<file path="config.mk">
export PLATFORM = sky130hd
export DESIGN_NAME = mining_job_tag_result_matcher_core
export DESIGN_NICKNAME = d
export VERILOG_FILES = /design/src/rtl/mjtm_pkg.sv /design/src/rtl/mining_job_tag_result_matcher_core.sv /design/src/rtl/mjtm_front.sv /design/src/rtl/mjtm_queue.sv /design/src/rtl/mjtm_back.sv
export SDC_FILE = /design/constraint.sdc
export NUM_CORES = 1
export LEC_CHECK = 0
export ABC_AREA = 1
export BUFFER_PORTS_ARGS = -buffer_cell sky130_fd_sc_hd__buf_2
export CORE_MARGIN = 4
export CORE_UTILIZATION = 55
export DETAILED_ROUTE_END_ITERATION = 8
export GPL_ROUTABILITY_DRIVEN = 0
export PLACE_DENSITY = 0.74
export SETUP_SLACK_MARGIN = 0.02
export SKIP_LAST_GASP = 1
export SLEW_MARGIN = 20
export SYNTH_ARGS = -nofsm -noshare
export SYNTH_HDL_FRONTEND = slang
export SYNTH_MEMORY_MAX_BITS = 65536
export SYNTH_SLANG_ARGS = --single-unit
</file>
<file path="constraint.sdc">
create_clock -name clk -period 7 [get_ports clk]
set_input_delay 1.05 -clock clk [delete_from_list [all_inputs] [get_ports clk]]
set_output_delay 1.05 -clock clk [all_outputs]
set_load 0.02 [all_outputs]
</file>
<file path="src/rtl/mjtm_pkg.sv">
`timescale 1ns / 1ps
package mjtm_pkg;

  localparam int TAG_W      = 7;
  localparam int CHIP_W     = 8;
  localparam int INTERVAL_W = 9;
  localparam int KIND_W     = 3;
  localparam int STATUS_W   = 3;
  localparam int PADDR_W    = 3;

  localparam logic [TAG_W-1:0]      TAG_STEP       = 7'd24;
  localparam logic [INTERVAL_W-1:0] INTERVAL_RESET = 9'd128;
  localparam int                    VERSION_SHIFT  = 13;
  localparam int                    NONCE_CHIP_LSB = 17;

  // register table of a register response
  localparam logic [7:0] REG_ERR_COUNT = 8'h4C;
  localparam logic [7:0] REG_DOMAIN0   = 8'h88;
  localparam logic [7:0] REG_TOTAL     = 8'h8C;
  localparam logic [7:0] JOB_ID_MASK   = 8'hF0;

  // result status codes
  localparam logic [STATUS_W-1:0] ST_ISSUED      = 3'd0;
  localparam logic [STATUS_W-1:0] ST_REG         = 3'd1;
  localparam logic [STATUS_W-1:0] ST_NONCE       = 3'd2;
  localparam logic [STATUS_W-1:0] ST_UNKNOWN_REG = 3'd3;
  localparam logic [STATUS_W-1:0] ST_STALE       = 3'd4;

  // register index of the chip spacing
  localparam logic REG_IDX_INTERVAL = 1'b0;

  typedef enum logic [1:0] {
    OP_ISSUE,
    OP_REG,
    OP_UNKNOWN,
    OP_NONCE
  } op_t;

  typedef struct packed {
    op_t               op;
    logic [TAG_W-1:0]  tag;
    logic [KIND_W-1:0] kind;
    logic [CHIP_W-1:0] addr;   // dividend of the chip index
    logic [31:0]       word;   // job version on issue, frame word otherwise
    logic [15:0]       fver;
  } cmd_t;

  typedef struct packed {
    logic [STATUS_W-1:0] status;
    logic [TAG_W-1:0]    tag;
    logic [CHIP_W-1:0]   chip_index;
    logic [KIND_W-1:0]   register_kind;
    logic [31:0]         data_word;
    logic [31:0]         full_version;
  } res_t;

  typedef enum logic [1:0] {
    S_IDLE,
    S_DIV,
    S_EMIT
  } back_state_t;

endpackage

</file>
<file path="src/rtl/mining_job_tag_result_matcher_core.sv">
`timescale 1ns / 1ps
// job tag tracker and result frame matcher
//
// input channel (in_valid / in_ready): one beat is either a job issue
//   (action 0, job_version) or a decoded result frame (action 1 with the
//   frame fields). output channel (out_valid / out_ready): exactly one
//   result beat per input beat, in input order.
// configuration: APB write of the chip spacing at byte address 0,
//   pready tied high, reads return the current value.
// job issue, unknown register and stale job go straight to the result
//   register; register reads and nonce hits first run the chip index
//   through an 8-step restoring divider.
// the back end works one item at a time (store lookup then the shared
//   divider) and takes no new item while a result waits on out_ready.
// a two-entry command queue sits between the classifier and the back end,
//   so the input keeps taking beats until the queue is full.
// reset: next tag returns to zero, all job slots are marked invalid
//   at once, the spacing returns to 128; the version store is not
//   cleared since a slot is read only when its valid bit is set.
module mining_job_tag_result_matcher_core #(
  parameter int JOB_SLOTS = 128
) (
  input  logic                              clk,
  input  logic                              rst,
  // item input
  input  logic                              in_valid,
  output logic                              in_ready,
  input  logic                              action,
  input  logic [31:0]                       job_version,
  input  logic                              nonce_resp,
  input  logic [31:0]                       frame_word,
  input  logic [7:0]                        frame_addr_byte,
  input  logic [7:0]                        frame_tag_byte,
  input  logic [15:0]                       frame_version,
  // result output
  output logic                              out_valid,
  input  logic                              out_ready,
  output logic [mjtm_pkg::STATUS_W-1:0]     status,
  output logic [mjtm_pkg::TAG_W-1:0]        tag,
  output logic [mjtm_pkg::CHIP_W-1:0]       chip_index,
  output logic [mjtm_pkg::KIND_W-1:0]       register_kind,
  output logic [31:0]                       data_word,
  output logic [31:0]                       full_version,
  // configuration
  input  logic                              psel,
  input  logic                              penable,
  input  logic                              pwrite,
  input  logic [mjtm_pkg::PADDR_W-1:0]      paddr,
  input  logic [31:0]                       pwdata,
  output logic [31:0]                       prdata,
  output logic                              pready
);

  logic [mjtm_pkg::INTERVAL_W-1:0] chip_spacing;

  logic           f_valid;
  logic           f_ready;
  mjtm_pkg::cmd_t f_cmd;
  logic           q_valid;
  logic           q_ready;
  mjtm_pkg::cmd_t q_cmd;
  mjtm_pkg::res_t res;

  // register index is the word address; the low byte-offset bits are ignored
  logic reg_hit;
  assign reg_hit = (paddr[mjtm_pkg::PADDR_W-1] == mjtm_pkg::REG_IDX_INTERVAL);
  assign pready  = 1'b1;

  always_ff @(posedge clk) begin
    if (rst) begin
      chip_spacing <= mjtm_pkg::INTERVAL_RESET;
    end else if (psel && penable && pwrite && pready && reg_hit) begin
      chip_spacing <= pwdata[mjtm_pkg::INTERVAL_W-1:0];
    end
  end

  always_comb begin
    prdata = '0;
    if (reg_hit) begin
      prdata = 32'(chip_spacing);
    end
  end

  // front end: tag assignment and frame classification
  mjtm_front u_front (
    .clk             (clk),
    .rst             (rst),
    .in_valid        (in_valid),
    .in_ready        (in_ready),
    .action          (action),
    .job_version     (job_version),
    .nonce_resp      (nonce_resp),
    .frame_word      (frame_word),
    .frame_addr_byte (frame_addr_byte),
    .frame_tag_byte  (frame_tag_byte),
    .frame_version   (frame_version),
    .cmd_valid       (f_valid),
    .cmd_ready       (f_ready),
    .cmd             (f_cmd)
  );

  // decoupling queue
  mjtm_queue u_queue (
    .clk      (clk),
    .rst      (rst),
    .wr_valid (f_valid),
    .wr_ready (f_ready),
    .wr_cmd   (f_cmd),
    .rd_valid (q_valid),
    .rd_ready (q_ready),
    .rd_cmd   (q_cmd)
  );

  // back end: job store, chip index divider, result register
  mjtm_back #(
    .JOB_SLOTS (JOB_SLOTS)
  ) u_back (
    .clk       (clk),
    .rst       (rst),
    .cmd_valid (q_valid),
    .cmd_ready (q_ready),
    .cmd       (q_cmd),
    .interval  (chip_spacing),
    .res_valid (out_valid),
    .res_ready (out_ready),
    .res       (res)
  );

  assign status         = res.status;
  assign tag            = res.tag;
  assign chip_index     = res.chip_index;
  assign register_kind  = res.register_kind;
  assign data_word      = res.data_word;
  assign full_version   = res.full_version;

endmodule

</file>
<file path="src/rtl/mjtm_front.sv">
`timescale 1ns / 1ps
module mjtm_front (
  input  logic                       clk,
  input  logic                       rst,
  input  logic                       in_valid,
  output logic                       in_ready,
  input  logic                       action,
  input  logic [31:0]                job_version,
  input  logic                       nonce_resp,
  input  logic [31:0]                frame_word,
  input  logic [7:0]                 frame_addr_byte,
  input  logic [7:0]                 frame_tag_byte,
  input  logic [15:0]                frame_version,
  output logic                       cmd_valid,
  input  logic                       cmd_ready,
  output mjtm_pkg::cmd_t             cmd
);

  logic [mjtm_pkg::TAG_W-1:0] next_tag;
  logic [mjtm_pkg::TAG_W-1:0] issue_tag;

  assign issue_tag = next_tag + mjtm_pkg::TAG_STEP;
  assign in_ready  = cmd_ready;
  assign cmd_valid = in_valid;

  always_ff @(posedge clk) begin
    if (rst) begin
      next_tag <= '0;
    end else if (in_valid && in_ready && !action) begin
      next_tag <= issue_tag;
    end
  end

  // classify the item
  always_comb begin
    cmd      = '0;
    cmd.fver = frame_version;
    if (!action) begin
      cmd.op   = mjtm_pkg::OP_ISSUE;
      cmd.tag  = issue_tag;
      cmd.word = job_version;
    end else if (nonce_resp) begin
      cmd.op   = mjtm_pkg::OP_NONCE;
      cmd.tag  = {frame_tag_byte[7:4] & mjtm_pkg::JOB_ID_MASK[7:4], 3'b000};
      cmd.addr = frame_word[mjtm_pkg::NONCE_CHIP_LSB +: mjtm_pkg::CHIP_W];
      cmd.word = frame_word;
    end else begin
      cmd.addr = frame_addr_byte;
      cmd.word = frame_word;
      unique case (frame_tag_byte) inside
        mjtm_pkg::REG_ERR_COUNT: begin
          cmd.op   = mjtm_pkg::OP_REG;
          cmd.kind = '0;
        end
        [mjtm_pkg::REG_DOMAIN0:mjtm_pkg::REG_TOTAL]: begin
          cmd.op   = mjtm_pkg::OP_REG;
          cmd.kind = 3'(frame_tag_byte - mjtm_pkg::REG_DOMAIN0) + 3'd1;
        end
        default: begin
          cmd.op = mjtm_pkg::OP_UNKNOWN;
        end
      endcase
    end
  end

endmodule

</file>
<file path="src/rtl/mjtm_queue.sv">
`timescale 1ns / 1ps
module mjtm_queue (
  input  logic           clk,
  input  logic           rst,
  input  logic           wr_valid,
  output logic           wr_ready,
  input  mjtm_pkg::cmd_t wr_cmd,
  output logic           rd_valid,
  input  logic           rd_ready,
  output mjtm_pkg::cmd_t rd_cmd
);

  mjtm_pkg::cmd_t entries [2];
  logic           wr_ptr;
  logic           rd_ptr;
  logic [1:0]     count;
  logic           push;
  logic           pop;

  assign wr_ready = (count != 2'd2);
  assign rd_valid = (count != 2'd0);
  assign rd_cmd   = entries[rd_ptr];
  assign push     = wr_valid && wr_ready;
  assign pop      = rd_valid && rd_ready;

  always_ff @(posedge clk) begin
    if (rst) begin
      wr_ptr <= 1'b0;
      rd_ptr <= 1'b0;
      count  <= 2'd0;
    end else begin
      if (push) begin
        wr_ptr <= ~wr_ptr;
      end
      if (pop) begin
        rd_ptr <= ~rd_ptr;
      end
      if (push && !pop) begin
        count <= count + 2'd1;
      end else if (pop && !push) begin
        count <= count - 2'd1;
      end
    end
  end

  always_ff @(posedge clk) begin
    if (push) begin
      entries[wr_ptr] <= wr_cmd;
    end
  end

endmodule

</file>
<file path="src/rtl/mjtm_back.sv">
`timescale 1ns / 1ps
module mjtm_back #(
  parameter int JOB_SLOTS = 128
) (
  input  logic                                clk,
  input  logic                                rst,
  input  logic                                cmd_valid,
  output logic                                cmd_ready,
  input  mjtm_pkg::cmd_t                      cmd,
  input  logic [mjtm_pkg::INTERVAL_W-1:0]     interval,
  output logic                                res_valid,
  input  logic                                res_ready,
  output mjtm_pkg::res_t                      res
);

  localparam int SLOT_W     = $clog2(JOB_SLOTS);
  localparam int FOLD_STEPS = (128 + JOB_SLOTS - 1) / JOB_SLOTS;

  mjtm_pkg::back_state_t state;
  mjtm_pkg::back_state_t state_next;

  mjtm_pkg::cmd_t                   cur;
  logic                             slot_ok;
  logic [31:0]                      rd_version;
  logic [31:0]                      version_mem [JOB_SLOTS];
  logic [JOB_SLOTS-1:0]             valid_bits;
  logic [SLOT_W-1:0]                slot;
  logic                             pop;
  logic                             hit;

  // restoring divider: dvd shifts the dividend out and the quotient in
  logic [mjtm_pkg::CHIP_W-1:0]      dvd;
  logic [mjtm_pkg::INTERVAL_W-1:0]  rem;
  logic [2:0]                       cnt;
  logic [mjtm_pkg::INTERVAL_W:0]    trial;
  logic                             q_bit;

  mjtm_pkg::res_t                   res_next;

  // tag folded onto the slot range
  always_comb begin
    logic [7:0] s;
    s = {1'b0, cmd.tag};
    for (int i = 0; i < FOLD_STEPS; i++) begin
      if (s >= 8'(JOB_SLOTS)) begin
        s = s - 8'(JOB_SLOTS);
      end
    end
    slot = s[SLOT_W-1:0];
  end

  assign cmd_ready = (state == mjtm_pkg::S_IDLE) && !res_valid;
  assign pop       = cmd_valid && cmd_ready;
  assign hit       = valid_bits[slot];

  assign trial = {rem, dvd[mjtm_pkg::CHIP_W-1]};
  assign q_bit = (trial >= {1'b0, interval});

  always_ff @(posedge clk) begin
    if (rst) begin
      state <= mjtm_pkg::S_IDLE;
    end else begin
      state <= state_next;
    end
  end

  always_comb begin
    state_next = state;
    unique case (state)
      mjtm_pkg::S_IDLE: begin
        if (pop) begin
          if (cmd.op == mjtm_pkg::OP_REG || (cmd.op == mjtm_pkg::OP_NONCE && hit)) begin
            state_next = mjtm_pkg::S_DIV;
          end else begin
            state_next = mjtm_pkg::S_EMIT;
          end
        end
      end
      mjtm_pkg::S_DIV: begin
        if (cnt == 3'd7) begin
          state_next = mjtm_pkg::S_EMIT;
        end
      end
      mjtm_pkg::S_EMIT: begin
        state_next = mjtm_pkg::S_IDLE;
      end
      default: begin
        state_next = mjtm_pkg::S_IDLE;
      end
    endcase
  end

  // valid bits and job store
  always_ff @(posedge clk) begin
    if (rst) begin
      valid_bits <= '0;
    end else if (pop && cmd.op == mjtm_pkg::OP_ISSUE) begin
      valid_bits[slot] <= 1'b1;
    end
  end

  always_ff @(posedge clk) begin
    if (pop && cmd.op == mjtm_pkg::OP_ISSUE) begin
      version_mem[slot] <= cmd.word;
    end
    if (pop) begin
      rd_version <= version_mem[slot];
    end
  end

  always_ff @(posedge clk) begin
    if (pop) begin
      cur     <= cmd;
      slot_ok <= hit;
      dvd     <= cmd.addr;
      rem     <= '0;
      cnt     <= '0;
    end else if (state == mjtm_pkg::S_DIV) begin
      dvd <= {dvd[mjtm_pkg::CHIP_W-2:0], q_bit};
      rem <= q_bit ? mjtm_pkg::INTERVAL_W'(trial - {1'b0, interval})
                   : trial[mjtm_pkg::INTERVAL_W-1:0];
      cnt <= cnt + 3'd1;
    end
  end

  always_comb begin
    res_next = '0;
    case (cur.op)
      mjtm_pkg::OP_ISSUE: begin
        res_next.status = mjtm_pkg::ST_ISSUED;
        res_next.tag    = cur.tag;
      end
      mjtm_pkg::OP_REG: begin
        res_next.status        = mjtm_pkg::ST_REG;
        res_next.chip_index    = dvd;
        res_next.register_kind = cur.kind;
        res_next.data_word     = cur.word;
      end
      mjtm_pkg::OP_NONCE: begin
        res_next.tag = cur.tag;
        if (slot_ok) begin
          res_next.status       = mjtm_pkg::ST_NONCE;
          res_next.chip_index   = dvd;
          res_next.data_word    = cur.word;
          res_next.full_version = rd_version | {3'b000, cur.fver, 13'b0};
        end else begin
          res_next.status = mjtm_pkg::ST_STALE;
        end
      end
      default: begin
        res_next.status = mjtm_pkg::ST_UNKNOWN_REG;
      end
    endcase
  end

  // output register
  always_ff @(posedge clk) begin
    if (rst) begin
      res_valid <= 1'b0;
    end else if (state == mjtm_pkg::S_EMIT) begin
      res_valid <= 1'b1;
    end else if (res_ready) begin
      res_valid <= 1'b0;
    end
  end

  always_ff @(posedge clk) begin
    if (state == mjtm_pkg::S_EMIT) begin
      res <= res_next;
    end
  end

  a_pop_only_when_free: assert property (@(posedge clk) disable iff (rst)
    pop |-> (state == mjtm_pkg::S_IDLE) && !res_valid)
    else $error("command taken while back end busy");

  a_result_from_emit: assert property (@(posedge clk) disable iff (rst)
    $rose(res_valid) |-> $past(state) == mjtm_pkg::S_EMIT)
    else $error("result raised outside emit");

  a_stale_fields_zero: assert property (@(posedge clk) disable iff (rst)
    res_valid && res.status == mjtm_pkg::ST_STALE |->
      res.data_word == '0 && res.full_version == '0 && res.chip_index == '0)
    else $error("stale result carries data");

  a_issue_marks_slot: assert property (@(posedge clk) disable iff (rst)
    pop && cmd.op == mjtm_pkg::OP_ISSUE |=> valid_bits[$past(slot)])
    else $error("issued slot not marked valid");

endmodule

</file>
After elaboration in Yosys (flattened, before gate mapping). Memory sizes are Yosys's and may differ from the RTL's. A register that Yosys moved wholly into a read port is not among the register bits. Index checks and enable logic that the tools add are counted.

Register bits after elaboration: 317. Bits in writable memories: 4232. Input port bits: 140. Word-level logic and storage cells: 119. Memories kept: 2.

Memory list: u_back.version_mem (depth 128, bits a word 32, read ports 1, clocked after Yosys merged registers in 1, wr ports 1, line mjtm_back.sv:25) `logic [31:0] version_mem [JOB_SLOTS];`; u_queue.entries (depth 2, bits a word 68, read ports 1, clocked after Yosys merged registers in 1, wr ports 1, line mjtm_queue.sv:13) `mjtm_pkg::cmd_t entries [2];`.

Add/subtract/negate cells: 7. $lt $le $gt $ge: 5. Eq/ne operators: 11. Multiplexer cells: 37. Bitwise operators: 5. Reduce and logical (&&, ||, !) cells: 29.

Operators by type and width (number): $or 128x128->128 (1); $mux 64 (1); $pmux 32 s2 (1); $mux 40 (1); $mux 32 (1); $or 32x29->32 (1); $mux 9 (3); $mux 8 (3); $pmux 8 s2 (1); $mux 2 (7); $logic_and 1x1->1 (13); $mux 11 (1); $ge 10x9->1 (1); $mux 1 (10); $mux 3 (3); $pmux 3 s3 (1); $sub 9x9->9 (1); $eq 8x7->1 const B (1); $ge 8x8->1 const B (1); $le 8x8->1 const B (1); $lt 7x8->1 const B (1); $reduce_bool 2->1 (4); $add 7x5->7 const B (1); $bmux 1 s7 (1); 19 further kinds (34).

Depth between registers and ports, before layout.
Word-level depth: 7. Mapped depth: 14. Depth with buffers taken out: 13.

Modules after synthesis. From an unflattened synthesis, not the netlist that was laid out.

Cells, all modules: 11860. Area, all modules: 171310.6 µm².

By module, submodules not included: mjtm_back (instances 1, cells each 11294, area each 164293.8 µm², seq. area each 131446.1 µm²); mjtm_queue (instances 1, cells each 249, area each 5236.3 µm², seq. area each 4184.0 µm²); mjtm_front (instances 1, cells each 212, area each 1061.0 µm², seq. area each 80.1 µm²); mining_job_tag_result_matcher_core (instances 1, cells each 105, area each 719.4 µm², seq. area each 180.2 µm²).

Worst setup path after synthesis. No wires, ideal clock.

Path type: register to register. Start point: reg u_back.res_valid. End point: mem u_back.version_mem[112][0], enable pin. Library setup time: 0.422 ns. Arrival time: 5.687 ns. Setup slack: 0.891 ns. Cell stages (with the launch flop): 6. Clock period less this slack: 6.109 ns. Cell sequence: dfxtp_1 > nor4_4 > nand3_1 > nor2_1 > inv_1 > nor2_1.

Word-level cells in the longest chain between the ends: 6.

RTL lines: start: declaration (line mjtm_back.sv:11) `output logic res_valid,`; start signal: assignment (line mjtm_back.sv:159) `res_valid <= 1'b0;`; start signal: assignment (line mjtm_back.sv:161) `res_valid <= 1'b1;`; start signal: assignment (line mjtm_back.sv:163) `res_valid <= 1'b0;`; $logic_not 1->1 (line mjtm_back.sv:52) `assign cmd_ready = (state == mjtm_pkg::S_IDLE) && !res_valid;`; $logic_and 1x1->1 (line mjtm_back.sv:52); $logic_and 1x1->1 (line mjtm_back.sv:53) `assign pop = cmd_valid && cmd_ready;`; $logic_and 1x1->1 (line mjtm_back.sv:103) `if (pop && cmd.op == mjtm_pkg::OP_ISSUE) begin`; $mux 1 (line mjtm_back.sv:103); $mux 1 (implied by the code) (line mjtm_back.sv:104) `version_mem[slot] <= cmd.word;`; end: declaration (line mjtm_back.sv:25).

No other way between the ends.

==> run_summary.xml <==
<?xml version="1.0" encoding="UTF-8"?>
<metrics>
  <group name="pwr">
    <metric name="total_switching_power" unit="W">0.00535</metric>
    <metric name="max_ir_drop_vdd" unit="mV">0.295</metric>
    <metric name="clockPowerShare" unit="">0.280</metric>
    <metric name="seq_power_share" unit="">0.455</metric>
    <metric name="pwr_density_cell" unit="nW/um^2">426</metric>
    <metric name="cell_internal_pwr" unit="W">0.0108</metric>
    <metric name="leakage_power" unit="nW">14.0</metric>
    <metric name="switching_power_share_of_the_total" unit="">0.332</metric>
    <metric name="share_comb_of_total_power" unit="">0.265</metric>
  </group>
  <group name="sta">
    <metric name="setup_viol_count_final" unit="">0</metric>
    <metric name="timing.hold.ws" unit="ns">0.459</metric>
    <metric name="slew_headroom" unit="">0.259</metric>
    <metric name="final.period_utilization" unit="">0.574</metric>
    <metric name="totalNegativeSetupSlack" unit="ns">0</metric>
    <metric name="rsz0062_at_grt" unit="">no</metric>
    <metric name="report.final.hold_viol_count" unit="">0</metric>
    <metric name="maxClockFrequency" unit="MHz">249</metric>
    <metric name="fin_worst_skew" unit="ns">0.0253</metric>
    <metric name="final_max_slew_viol_count" unit="">0</metric>
    <metric name="tightestPinTransition" unit="ns">1.11</metric>
    <metric name="period_minus_slack" unit="ns">4.02</metric>
  </group>
  <group name="grt">
    <metric name="grtUsageTotal" unit="">0.233</metric>
    <metric name="grt_overflow_total" unit="">0</metric>
    <metric name="grt_first_pass_wirelength" unit="mm">115</metric>
    <metric name="first_global_vias" unit="">20200</metric>
    <metric name="maximum_number_of_pins_on_one_net_before_global_route_repair" unit="">89</metric>
    <metric name="initial_antenna_violation_count" unit="">1</metric>
  </group>
  <group name="layout">
    <metric name="multi_input_comb_area" unit="um^2">6540</metric>
    <metric name="post_route_cells_drive_above_1_share" unit="">0.153</metric>
    <metric name="seq_area" unit="um^2">25700</metric>
    <metric name="num-fill-cells" unit="">4227</metric>
    <metric name="fin_nets" unit="">2794</metric>
    <metric name="syn2layout_area_growth" unit="%">13.6</metric>
    <metric name="antenna-diode-count" unit="">0</metric>
  </group>
  <group name="routing">
    <metric name="drt.antenna.violating_nets" unit="">0</metric>
    <metric name="via_count" unit="">20000</metric>
    <metric name="drt_first_pass_iters" unit="">6</metric>
    <metric name="route.final.wire_length" unit="mm">76.8</metric>
    <metric name="detail_route.wl_per_cell" unit="um">22.1</metric>
    <metric name="vias_per_cell" unit="">5.75</metric>
    <metric name="drcViolationCount" unit="">0</metric>
    <metric name="drt_iter0_drc" unit="">2398</metric>
  </group>
  <group name="die">
    <metric name="boundary_pins" unit="">260</metric>
    <metric name="total_die_area" unit="um^2">64500</metric>
    <metric name="start_util" unit="">0.560</metric>
    <metric name="chipWidth" unit="um">254</metric>
    <metric name="chipHeight" unit="um">254</metric>
    <metric name="rows" unit="">89</metric>
    <metric name="core" unit="um^2">59500</metric>
  </group>
  <group name="yosys">
    <metric name="ys_ff_latch" unit="">871</metric>
    <metric name="synth-async-reset-ratio" unit="">0</metric>
    <metric name="cell_area_after_technology_mapping" unit="um^2">33300</metric>
    <metric name="netlist-cell-type-count" unit="">45</metric>
    <metric name="post_synth_main_area_contributors" unit="">edfxtp_1 74%, nand2_1 6.9%, a22oi_1 5.8%, dfxtp_1 2.9%, nor2_1 2.2%</metric>
    <metric name="synth.largest_area_cell" unit="">edfxtp_1</metric>
    <metric name="synth_enable_flop_cells" unit="">822</metric>
    <metric name="postSynthCellCount" unit="">2410</metric>
    <metric name="synthesis.yosys.warnings" unit="">0</metric>
    <metric name="synth_top_flop_cell" unit="">edfxtp_1</metric>
    <metric name="postSynthAreaPerCell" unit="um^2">13.8</metric>
    <metric name="seq_area_frac_synth" unit="">0.771</metric>
    <metric name="synth_top_area_share" unit="">0.742</metric>
  </group>
  <group name="clocking">
    <metric name="insertion_delay" unit="ns">0.63</metric>
    <metric name="cts-buffers-inserted" unit="">84</metric>
    <metric name="number_of_clock_sinks_seen_by_cts" unit="">871</metric>
    <metric name="number_of_cells_upsized_or_downsized_after_cts" unit="">0</metric>
    <metric name="cts.hold.buffers_added" unit="">0</metric>
    <metric name="htree_num_levels" unit="">3</metric>
    <metric name="cts_tree" unit="">done</metric>
    <metric name="postCtsSetupRepairBufs" unit="">0</metric>
    <metric name="cts_root_buffer" unit="">clkbuf_16</metric>
    <metric name="cts.clk_slew.worst_paths" unit="ns">0.06</metric>
    <metric name="clock_path_buffers" unit="">3</metric>
  </group>
  <group name="critical_path">
    <metric name="timing.setup.critical_path_class" unit="">flop to flop</metric>
    <metric name="data_required_time_of_the_critical_path" unit="ns">7.31</metric>
    <metric name="crit_path_dat" unit="ns">4.33</metric>
    <metric name="cp-start-kind" unit="">flop</metric>
    <metric name="timing.critical_path.fanout_max" unit="">86</metric>
    <metric name="cp-end-kind" unit="">flop</metric>
  </group>
  <group name="run">
    <metric name="maxCapViolations" unit="">0</metric>
  </group>
  <group name="outcome">
    <metric name="run_status" unit="">finished, final reports clean</metric>
  </group>
  <group name="placed_design">
    <metric name="hpwlAfterDp" unit="mm">43.2</metric>
    <metric name="buffer_ports.inserted" unit="">207</metric>
  </group>
  <group name="hold_path">
    <metric name="hold_path.class" unit="">flop to flop</metric>
  </group>
</metrics>
## layout by cell type (no fill, tap or decap), types with 4 or more instances in the layout
cell,count
conb_1,27
o31ai_1,7
o21ai_0,46
buf_2,207
nand3_1,14
nor2_1,175
o21ai_1,5
bufinv_16,9
dfxtp_1,48
clkinvlp_4,5
xnor2_1,5
a22oi_1,258
inv_1,141
nand2_1,611
edfxtp_1,822
clkinv_1,21
inv_6,5
ha_1,19
inv_2,4
buf_4,39
clkinv_2,18
a21oi_1,24
clkbuf_1,11
clkbuf_16,86
nand4_1,32
nor2_4,24
## cells by family (layout without fill, tap and decap cells)
| group | Yosys count | after routing | share of synthesized area |
|---|---|---|---|
| buf+inv | 283 | 551 | 0.0402 |
| simple gates | 871 | 871 | 0.104 |
| flops | 871 | 871 | 0.771 |
| compound gates | 355 | 355 | 0.0749 |
| fa+ha+maj | 20 | 20 | 0.00775 |
| xor+xnor | 8 | 8 | 0.00211 |
| other cells | 2 | 27 | 0.000226 |
## cell type report
class                           instances  area share
Clock inverter                         55      0.0137
Timing Repair Buffer                  246      0.0351
Clock buffer                          100      0.0591
Multi-Input combinational cell       1281       0.173
Sequential cell                       871       0.679
Inverter                              150      0.0150
Tap cell                              773      0.0256
## path summary, 6_finish.rpt
| kind | slack (ns) | endpoint | cells past startpoint | start |
|---|---|---|---|---|
| worst max-delay path | 2.98 | u_back.rd_version[14] | 11 | flop |
| worst min-delay path | 0.46 | u_back.rem[8] | 2 | u_back.rem[8] |
| worst max register to register | 2.98 | u_back.rd_version[14] | 11 | flop |
| worst min register to register | 0.46 | u_back.rem[8] | 2 | u_back.rem[8] |
## power groups by stage
stage	Combinational, W	Clock, W	Sequential (W)
finish	0.00427	0.00451	0.00733
floorplan	0.00276	0	0.00751
detailed placement	0.00420	0	0.00743
global route	0.00469	0.00476	0.00738
global placement	0.00407	0	0.00741
CTS	0.00425	0.00456	0.00733
## Yosys cell counts, types with 7 or more instances
cell type,n
a21oi_1,25
a22oi_1,258
buf_2,44
buf_4,30
buf_6,14
clkbuf_1,41
dfxtp_1,49
edfxtp_1,822
ha_1,19
inv_1,141
nand2_1,611
nand3_1,14
nand4_1,32
nor2_1,195
o21ai_0,46
o31ai_1,7
## flip-flops by register name, indices dropped and copies added (netlist names), named ones only
signal	cells
u_back.version_mem	512
u_queue.entries	130
u_back.res	82
u_back.cur	57
u_back.rd_version	32
u_back.valid_bits	16
chip_spacing	9
u_back.rem	9
u_back.dvd	8
u_front.next_tag	4
u_back.cnt	3
u_back.state	2
u_queue.count	2
u_back.res_valid	1
u_back.slot_ok	1
u_queue.rd_ptr	1
u_queue.wr_ptr	1
## metrics by stage
stage               cells  power (W)  instance area (um^2)  utilization  setup WS (ns)
floorplan            2435     0.0103                 33400            -          0.891
global placement     3321     0.0115                 35100        0.590           3.06
detailed placement   3321     0.0116                 35100        0.590           3.03
CTS                  3476     0.0161                 37800        0.636           2.97
global route         3476     0.0168                 37800        0.636           2.72
finish               3476     0.0161                 37800        0.636           2.98
## metal layers
layer,part of all wire,global-route usage,routed length (um),vias up
met5,0,0,0,-
met4,0.028,0.0812,2140,0
met1,0.39,0.313,30000,9768
li1,-,-,-,9049
met3,0.086,0.0367,6620,159
met2,0.50,0.393,38000,1019
## worst max-delay path, cell delays in order, from the launching register on
cell      delay (ns)
dfxtp_2         0.52
buf_4           0.40
inv_4           0.20
nand2_2         0.18
nand2_4         0.13
nand2_1         0.14
clkinv_2        0.62
buf_4           0.73
a22oi_1         0.34
nand2_1         0.10
nand2_1         0.07
nand4_1         0.18
Power figures use the tool's default switching activity.
